==> config.mk <==
export PLATFORM = sky130hd
export DESIGN_NAME = length_prefixed_packet_deframer_unit
export DESIGN_NICKNAME = d
export VERILOG_FILES = /design/src/rtl/core/lpd_pkg.sv /design/src/rtl/core/length_prefixed_packet_deframer_unit.sv /design/src/rtl/core/lpd_frame_logic.sv
export SDC_FILE = /design/constraint.sdc
export NUM_CORES = 1
export LEC_CHECK = 0
export ABC_AREA = 1
export BUFFER_PORTS_ARGS = -buffer_cell sky130_fd_sc_hd__buf_2
export CORE_UTILIZATION = 45
export DETAILED_ROUTE_END_ITERATION = 8
export PLACE_DENSITY_LB_ADDON = 0.3
export SKIP_CTS_REPAIR_TIMING = 1
export SYNTH_ARGS = -nofsm -noshare
export SYNTH_HDL_FRONTEND = slang
export SYNTH_HIERARCHICAL = 1
export SYNTH_SLANG_ARGS = --single-unit
==> constraint.sdc <==
create_clock -name clk -period 10.3 [get_ports clk]
set_clock_uncertainty 0.05 [all_clocks]
set_input_delay 1.545 -clock clk [delete_from_list [all_inputs] [get_ports clk]]
set_output_delay 1.545 -clock clk [all_outputs]
set_load 0.05 [all_outputs]
==> src/rtl/core/lpd_pkg.sv <==
// ----------------------------------------------------------------------------
// Length-prefixed packet deframer package
// Command codes, register indexes, reset values and shared structs.
// ----------------------------------------------------------------------------
`default_nettype none

package lpd_pkg;

  // Input commands.
  localparam logic [1:0] OP_DATA  = 2'd0;
  localparam logic [1:0] OP_FLUSH = 2'd1;
  localparam logic [1:0] OP_CLEAR = 2'd2;

  // Configuration register indexes.
  localparam logic CFG_HEADER_BYTES  = 1'b0;
  localparam logic CFG_LENGTH_OFFSET = 1'b1;

  localparam logic [6:0] HEADER_BYTES_RESET = 7'd4;
  localparam logic [5:0] LENGTH_OFFSET_RESET = 6'd0;
  localparam logic [6:0] HEADER_BYTES_MIN = 7'd2;
  localparam logic [6:0] HEADER_BYTES_MAX = 7'd64;

  localparam int MAX_PACKET_BYTES_DEFAULT = 8192;

  typedef struct packed {
    logic [15:0] bytes_seen;
    logic [15:0] packet_length;
    logic [7:0]  length_low_byte;
    logic        length_known;
  } state_t;

  typedef struct packed {
    logic [7:0]  out_byte;
    logic        byte_valid;
    logic        first_of_packet;
    logic        last_of_packet;
    logic        ended_by_flush;
    logic        length_error;
    logic [15:0] dropped_bytes;
  } result_t;

endpackage

`default_nettype wire

==> src/rtl/core/length_prefixed_packet_deframer_unit.sv <==
// ----------------------------------------------------------------------------
// Length-prefixed packet deframer
// Marks packet boundaries in a byte stream using an in-header length field.
// ----------------------------------------------------------------------------
// The unit takes one transfer per clock on the input channel while the
// result channel does not stall, and returns exactly one result transfer
// for each, in order. A transfer enters an input register; the next-state
// logic then updates the packet tracking state and loads the result
// register once that register is free or being emptied, so the sustained
// rate without backpressure is one transfer per cycle. That rate rests on
// the update of the byte counter and length registers, which every
// transfer reads and writes.
// Backpressure on the result channel stalls the input register, and the
// input is still taken while a finished result waits as long as the input
// register is empty. The header size and the offset of the 16-bit
// little-endian length field are written through the configuration port and
// must only change while the unit is idle. Declared lengths below the header
// size are raised to it and lengths above MAX_PACKET_BYTES are clamped; both
// cases set length_error on the byte that completes the header. There is no
// memory and no start-up sweep: the unit is ready right after reset.
// ----------------------------------------------------------------------------
`default_nettype none

module length_prefixed_packet_deframer_unit import lpd_pkg::*; #(
  parameter int MAX_PACKET_BYTES = MAX_PACKET_BYTES_DEFAULT
) (
  input  wire logic        clk,
  input  wire logic        rst,
  // Configuration port.
  input  wire logic        cfg_write,
  input  wire logic        cfg_index,
  input  wire logic [6:0]  cfg_data,
  // Input channel.
  input  wire logic        in_valid,
  output logic             in_ready,
  input  wire logic [1:0]  op,
  input  wire logic [7:0]  data_byte,
  // Result channel.
  output logic             out_valid,
  input  wire logic        out_ready,
  output logic [7:0]       out_byte,
  output logic             byte_valid,
  output logic             first_of_packet,
  output logic             last_of_packet,
  output logic             ended_by_flush,
  output logic             length_error,
  output logic [15:0]      dropped_bytes
);

  logic [6:0] header_bytes;
  logic [5:0] length_field_offset;

  // Input register.
  logic       s1_valid;
  logic [1:0] s1_op;
  logic [7:0] s1_byte;

  // Packet tracking state.
  state_t  state;
  state_t  state_next;
  result_t res_next;

  logic advance;

  // The input register moves on when the result register is free or is
  // being emptied in this cycle.
  assign advance  = s1_valid && (!out_valid || out_ready);
  assign in_ready = !s1_valid || advance;

  lpd_frame_logic #(
    .MAX_PACKET_BYTES(MAX_PACKET_BYTES)
  ) u_frame (
    .header_bytes        (header_bytes),
    .length_field_offset (length_field_offset),
    .op                  (s1_op),
    .data_byte           (s1_byte),
    .state_cur           (state),
    .state_next          (state_next),
    .res                 (res_next)
  );

  // Control state, configuration and tracking state.
  always_ff @(posedge clk) begin
    if (rst) begin
      s1_valid            <= 1'b0;
      out_valid           <= 1'b0;
      state               <= '0;
      header_bytes        <= HEADER_BYTES_RESET;
      length_field_offset <= LENGTH_OFFSET_RESET;
    end else begin
      if (cfg_write) begin
        case (cfg_index)
          CFG_HEADER_BYTES:  header_bytes        <= cfg_data;
          CFG_LENGTH_OFFSET: length_field_offset <= cfg_data[5:0];
          default: begin
          end
        endcase
      end
      if (in_ready) begin
        s1_valid <= in_valid;
      end
      if (advance) begin
        out_valid <= 1'b1;
        state     <= state_next;
      end else if (out_ready) begin
        out_valid <= 1'b0;
      end
    end
  end

  // Payload registers carry no reset.
  always_ff @(posedge clk) begin
    if (in_valid && in_ready) begin
      s1_op   <= op;
      s1_byte <= data_byte;
    end
    if (advance) begin
      out_byte        <= res_next.out_byte;
      byte_valid      <= res_next.byte_valid;
      first_of_packet <= res_next.first_of_packet;
      last_of_packet  <= res_next.last_of_packet;
      ended_by_flush  <= res_next.ended_by_flush;
      length_error    <= res_next.length_error;
      dropped_bytes   <= res_next.dropped_bytes;
    end
  end

endmodule

`default_nettype wire

==> src/rtl/core/lpd_frame_logic.sv <==
// ----------------------------------------------------------------------------
// Deframer next-state logic
// Computes the result and the next tracking state for one command.
// ----------------------------------------------------------------------------
`default_nettype none

module lpd_frame_logic import lpd_pkg::*; #(
  parameter int MAX_PACKET_BYTES = MAX_PACKET_BYTES_DEFAULT
) (
  input  wire logic [6:0] header_bytes,
  input  wire logic [5:0] length_field_offset,
  input  wire logic [1:0] op,
  input  wire logic [7:0] data_byte,
  input  wire state_t     state_cur,
  output state_t          state_next,
  output result_t         res
);

  localparam logic [15:0] MAX_LEN = 16'(MAX_PACKET_BYTES);

  logic [6:0]  hdr;
  logic [15:0] hdr16;
  logic [15:0] off16;
  logic [15:0] idx;
  logic [15:0] bs;
  logic        start;
  logic        lk0;
  logic [7:0]  llb0;
  logic [7:0]  llb1;
  logic [15:0] pl0;
  logic [15:0] pl1;
  logic [15:0] pl2;
  logic [15:0] raw;
  logic [15:0] raw_fix;
  logic        range_err;
  logic        take_len;
  logic        lk2;
  logic        done;

  // Header size is used saturated to its legal range.
  always_comb begin
    if (header_bytes < HEADER_BYTES_MIN) begin
      hdr = HEADER_BYTES_MIN;
    end else if (header_bytes > HEADER_BYTES_MAX) begin
      hdr = HEADER_BYTES_MAX;
    end else begin
      hdr = header_bytes;
    end
  end

  always_comb begin
    hdr16 = {9'd0, hdr};
    off16 = {10'd0, length_field_offset};
    idx   = state_cur.bytes_seen;
    bs    = idx + 16'd1;
    start = (idx == 16'd0);
    lk0   = start ? 1'b0  : state_cur.length_known;
    llb0  = start ? 8'd0  : state_cur.length_low_byte;
    pl0   = start ? 16'd0 : state_cur.packet_length;

    // Capture the length field bytes while the length is still unknown.
    llb1 = llb0;
    pl1  = pl0;
    if (!lk0) begin
      if (idx == off16) begin
        llb1 = data_byte;
      end else if (idx == off16 + 16'd1) begin
        pl1 = {data_byte, llb0};
      end
    end

    // Bytes of the field that fall outside the header read as zero.
    if ({1'b0, length_field_offset} + 7'd1 < hdr) begin
      raw = pl1;
    end else if ({1'b0, length_field_offset} < hdr) begin
      raw = {8'd0, llb1};
    end else begin
      raw = 16'd0;
    end

    range_err = 1'b0;
    raw_fix   = raw;
    if (raw < hdr16) begin
      raw_fix   = hdr16;
      range_err = 1'b1;
    end else if (raw > MAX_LEN) begin
      raw_fix   = MAX_LEN;
      range_err = 1'b1;
    end

    take_len = !lk0 && (bs >= hdr16);
    pl2      = take_len ? raw_fix : pl1;
    lk2      = lk0 || take_len;
    done     = lk2 && (bs >= pl2);
  end

  always_comb begin
    res        = '0;
    state_next = state_cur;
    case (op)
      OP_DATA: begin
        res.out_byte        = data_byte;
        res.byte_valid      = 1'b1;
        res.first_of_packet = start;
        res.last_of_packet  = done;
        res.length_error    = take_len && range_err;
        if (done) begin
          state_next = '0;
        end else begin
          state_next.bytes_seen      = bs;
          state_next.packet_length   = pl2;
          state_next.length_low_byte = llb1;
          state_next.length_known    = lk2;
        end
      end
      OP_FLUSH: begin
        res.last_of_packet = 1'b1;
        res.ended_by_flush = 1'b1;
        state_next         = '0;
      end
      OP_CLEAR: begin
        res.dropped_bytes = idx;
        state_next        = '0;
      end
      default: begin
        // Unused command: empty result, state kept.
      end
    endcase
  end

endmodule

`default_nettype wire

==> impl_metrics.py <==
metrics = {
    "run_status": {
        "outcome": "finished, final reports clean",
    },
    "clock_network": {
        "clock-sinks": 95,
        "cts_root_buf": "clkbuf_16",
        "path_clk_slew_ns": 0.06,
        "cts_buffers": 9,
        "cts_tree": "yes",
        "htree_num_levels": 3,
        "clkLatencyLatePin_ns": 0.36,
        "clockBufferDepth": 2,
    },
    "timing": {
        "slew_headroom_pct": 22.9,
        "tightest_slew_ns": 1.15,
        "period_share_pct": 61.8,
        "rsz0062_at_grt": "no",
        "finalHoldViolCount": 0,
        "max_freq_ghz": 0.157,
        "setup_viol": 0,
        "period_needed_ns": 6.36,
        "final_max_slew_viol_count": 0,
        "finalSetupTns_ns": 0,
        "fin_ws_ns": 3.94,
    },
    "setup_path": {
        "worstSetupStartpointType": "register",
        "cp.required_ns": 10.54,
        "end_kind": "register",
        "crit_fanout": 21,
        "crit_type": "reg2reg",
        "cp_common_cell": "nand2_1",
        "r2r_end": "state[28]$_SDFFE_PP0P_",
        "crit_slowest_cell": "a21oi_2",
        "r2r_cells": 37,
        "timing.rr.start": "length_field_offset[0]$_SDFFE_PP0P_",
        "reg2reg_slack_ns": 3.94,
        "worst_ep_arrival_time_ns": 6.60,
        "cp_slowest_stage_delay_ns": 0.89,
    },
    "detailed_routing": {
        "first_pass_iters": 7,
        "drc": 0,
        "vias": 7064,
        "drt_wl_total_um": 19600,
        "drt.antenna.violating_nets": 0,
        "vias_per_cell": 5.24,
        "drt-initial-drc-count": 678,
        "wl_per_cell_um": 14.5,
    },
    "global_route": {
        "track_usage_pct": 24.2,
        "grt-busiest-layer": "met2",
        "antenna_found_initial": 0,
        "grt_pass1_wl_um": 31700,
        "grt-ovfl-total": 0,
        "grt_pass1_vias": 6230,
        "grtUsageMet3_pct": 4.02,
        "grt_max_degree": 84,
        "grtUsageMet2_pct": 38.3,
        "met1_usage_pct": 33.4,
    },
    "hold_path": {
        "hp-class": "reg2reg",
        "hp-start": "state[2]$_SDFFE_PP0P_",
        "min_path_cells": 2,
        "holdPathEnd": "state[2]$_SDFFE_PP0P_",
    },
    "floorplanning": {
        "num_rows": 46,
        "die_area_um2": 16900,
        "core_area_um2": 15900,
        "die_h_um": 130,
        "ioPinCount": 54,
        "initial_core_util_pct": 46.4,
        "fp.dieW_um": 130,
    },
    "logic_synthesis": {
        "synth_warnings": 6,
        "synth-seq-cells": 95,
        "synthCells": 1102,
        "syn_nets": 1166,
        "syn_area_um2": 7390,
        "yosysUniqueCellTypes": 46,
        "syn_avg_cell_area_um2": 6.71,
        "synth_seq_area_share_pct": 31.0,
    },
    "cells_and_area": {
        "fillCellCount": 1639,
        "n_antenna_cell": 0,
        "drive_above_1_share_pct": 12.0,
        "regArea_um2": 2290,
        "nNetsFinal": 1191,
        "syn_to_final_growth_pct": 7.21,
        "multi_input_area_um2": 4200,
    },
    "place": {
        "routabilityCongestion": 0.962,
        "dpl_worst_slack_ns": 4.04,
        "dp_hpwl_um": 14000,
        "io_buffer_count": 53,
    },
    "power": {
        "power.density_nw_per_um2": 151,
        "p_leak_nw": 3.74,
        "power_mw": 1.20,
        "ir_drop_v": 0.0000997,
    },
    "flow_run": {
        "maxCapViolations": 0,
    },
}
report_power, final:
part,switching (mW),total [mW],internal (mW)
clock,0.156,0.321,0.165
combinational,0.301,0.442,0.141
sequential,0.0217,0.436,0.415
total,0.479,1.20,0.721
logic make-up (layout without fill, tap and decap cells):
kind of cell / count (synthesis) / count (layout) / share of synthesized area, %
adders and majority gates: 41 / 41 / 6.94
buffers and inverters: 200 / 230 / 12.3
DFF: 95 / 95 / 31.0
AOI/OAI and AO/OA: 140 / 140 / 11.3
and+or+nand+nor: 613 / 613 / 36.9
xor gates and xnor gates: 13 / 13 / 1.54
synthesized netlist by cell type, drive strengths merged:
cell | instances | area [um2]
nor3b | 1 | 12.5
o22ai | 12 | 138
dfxtp | 56 | 1120
o221ai | 1 | 8.76
nor2 | 154 | 616
o2111ai | 1 | 8.76
a2bb2oi | 1 | 8.76
clkinv | 1 | 3.75
buf | 37 | 294
ha | 41 | 513
inv | 156 | 591
nor4 | 4 | 40.0
o21ai | 50 | 269
a21boi | 2 | 15.0
xor2 | 13 | 114
nor3 | 7 | 51.3
o21a | 1 | 7.51
nand4 | 9 | 62.6
edfxtp | 39 | 1170
a21oi | 67 | 343
clkbuf | 6 | 23.8
nand3 | 138 | 741
nand3b | 4 | 30.0
nand2 | 294 | 1160
or2 | 2 | 12.5
a211oi | 5 | 37.5
area by class of cell:
type	count	area share [%]
Multi-Input combinational cell	807	53.0
Sequential cell	95	28.9
Inverter	157	7.50
Timing Repair Buffer	57	3.73
Tap cell	216	3.41
Clock buffer	10	2.89
Clock inverter	6	0.553
flip-flops by register name (all words and copies together) (netlist names), 2 cells and up:
name	count
dropped_bytes	16
state	41
length_field_offset	6
header_bytes	7
s1_op	2
s1_byte	8
out_byte	8
stage by stage:
stage | util (%) | cells | hold WS, ns | instance area, um2
6_report | 49.7 | 1348 | 0.437 | 7920
5_1_grt | 49.7 | 1348 | 0.470 | 7920
4_1_cts | 49.7 | 1348 | 0.440 | 7920
3_5_place_dp | 48.0 | 1332 | 0.424 | 7650
3_3_place_gp | 48.0 | 1332 | 0.410 | 7650
2_1_floorplan | - | 1102 | 0.396 | 7390
worst max-delay path: cells and delay by family, from the launching register on:
family / cells / cell delay (ns)
buffers and inverters: 4 / 0.36
flip-flops: 1 / 0.47
AND/OR/NAND/NOR: 20 / 2.04
AO/OA/AOI/OAI: 9 / 2.31
adder cells (fa/ha/maj): 4 / 1.03
worst max-delay path by stage:
stage | start | to | slack [ns]
after floorplan | length_field_offset[0]$_SDFFE_PP0P_ | state[24]$_SDFFE_PP0P_ | 5.33
after detailed placement | length_field_offset[0]$_SDFFE_PP0P_ | state[12]$_SDFFE_PP0P_ | 4.04
after global placement | length_field_offset[1]$_SDFFE_PP0P_ | state[12]$_SDFFE_PP0P_ | 4.24
final | length_field_offset[0]$_SDFFE_PP0P_ | state[28]$_SDFFE_PP0P_ | 3.94
after global routing | length_field_offset[0]$_SDFFE_PP0P_ | state[11]$_SDFFE_PP0P_ | 3.26
after CTS | length_field_offset[0]$_SDFFE_PP0P_ | state[12]$_SDFFE_PP0P_ | 4.01
routing by layer:
metal / up-vias / share of wire [%]
met5: - / 0
met4: 0 / 1.8
met3: 24 / 5.5
met2: 210 / 46
met1: 3226 / 47
li1: 3604 / -
cell usage in the layout (no fill, tap or decap), types with 13 or more instances in the layout:
| cell type | instances |
|---|---|
| buf_2 | 53 |
| nor2_1 | 147 |
| nand2_1 | 282 |
| xor2_1 | 13 |
| edfxtp_1 | 39 |
| ha_1 | 41 |
| dfxtp_1 | 55 |
| o21ai_1 | 23 |
| a21oi_1 | 64 |
| o21ai_0 | 22 |
| inv_1 | 142 |
| nand3_1 | 131 |
Power figures use the tool's default switching activity.
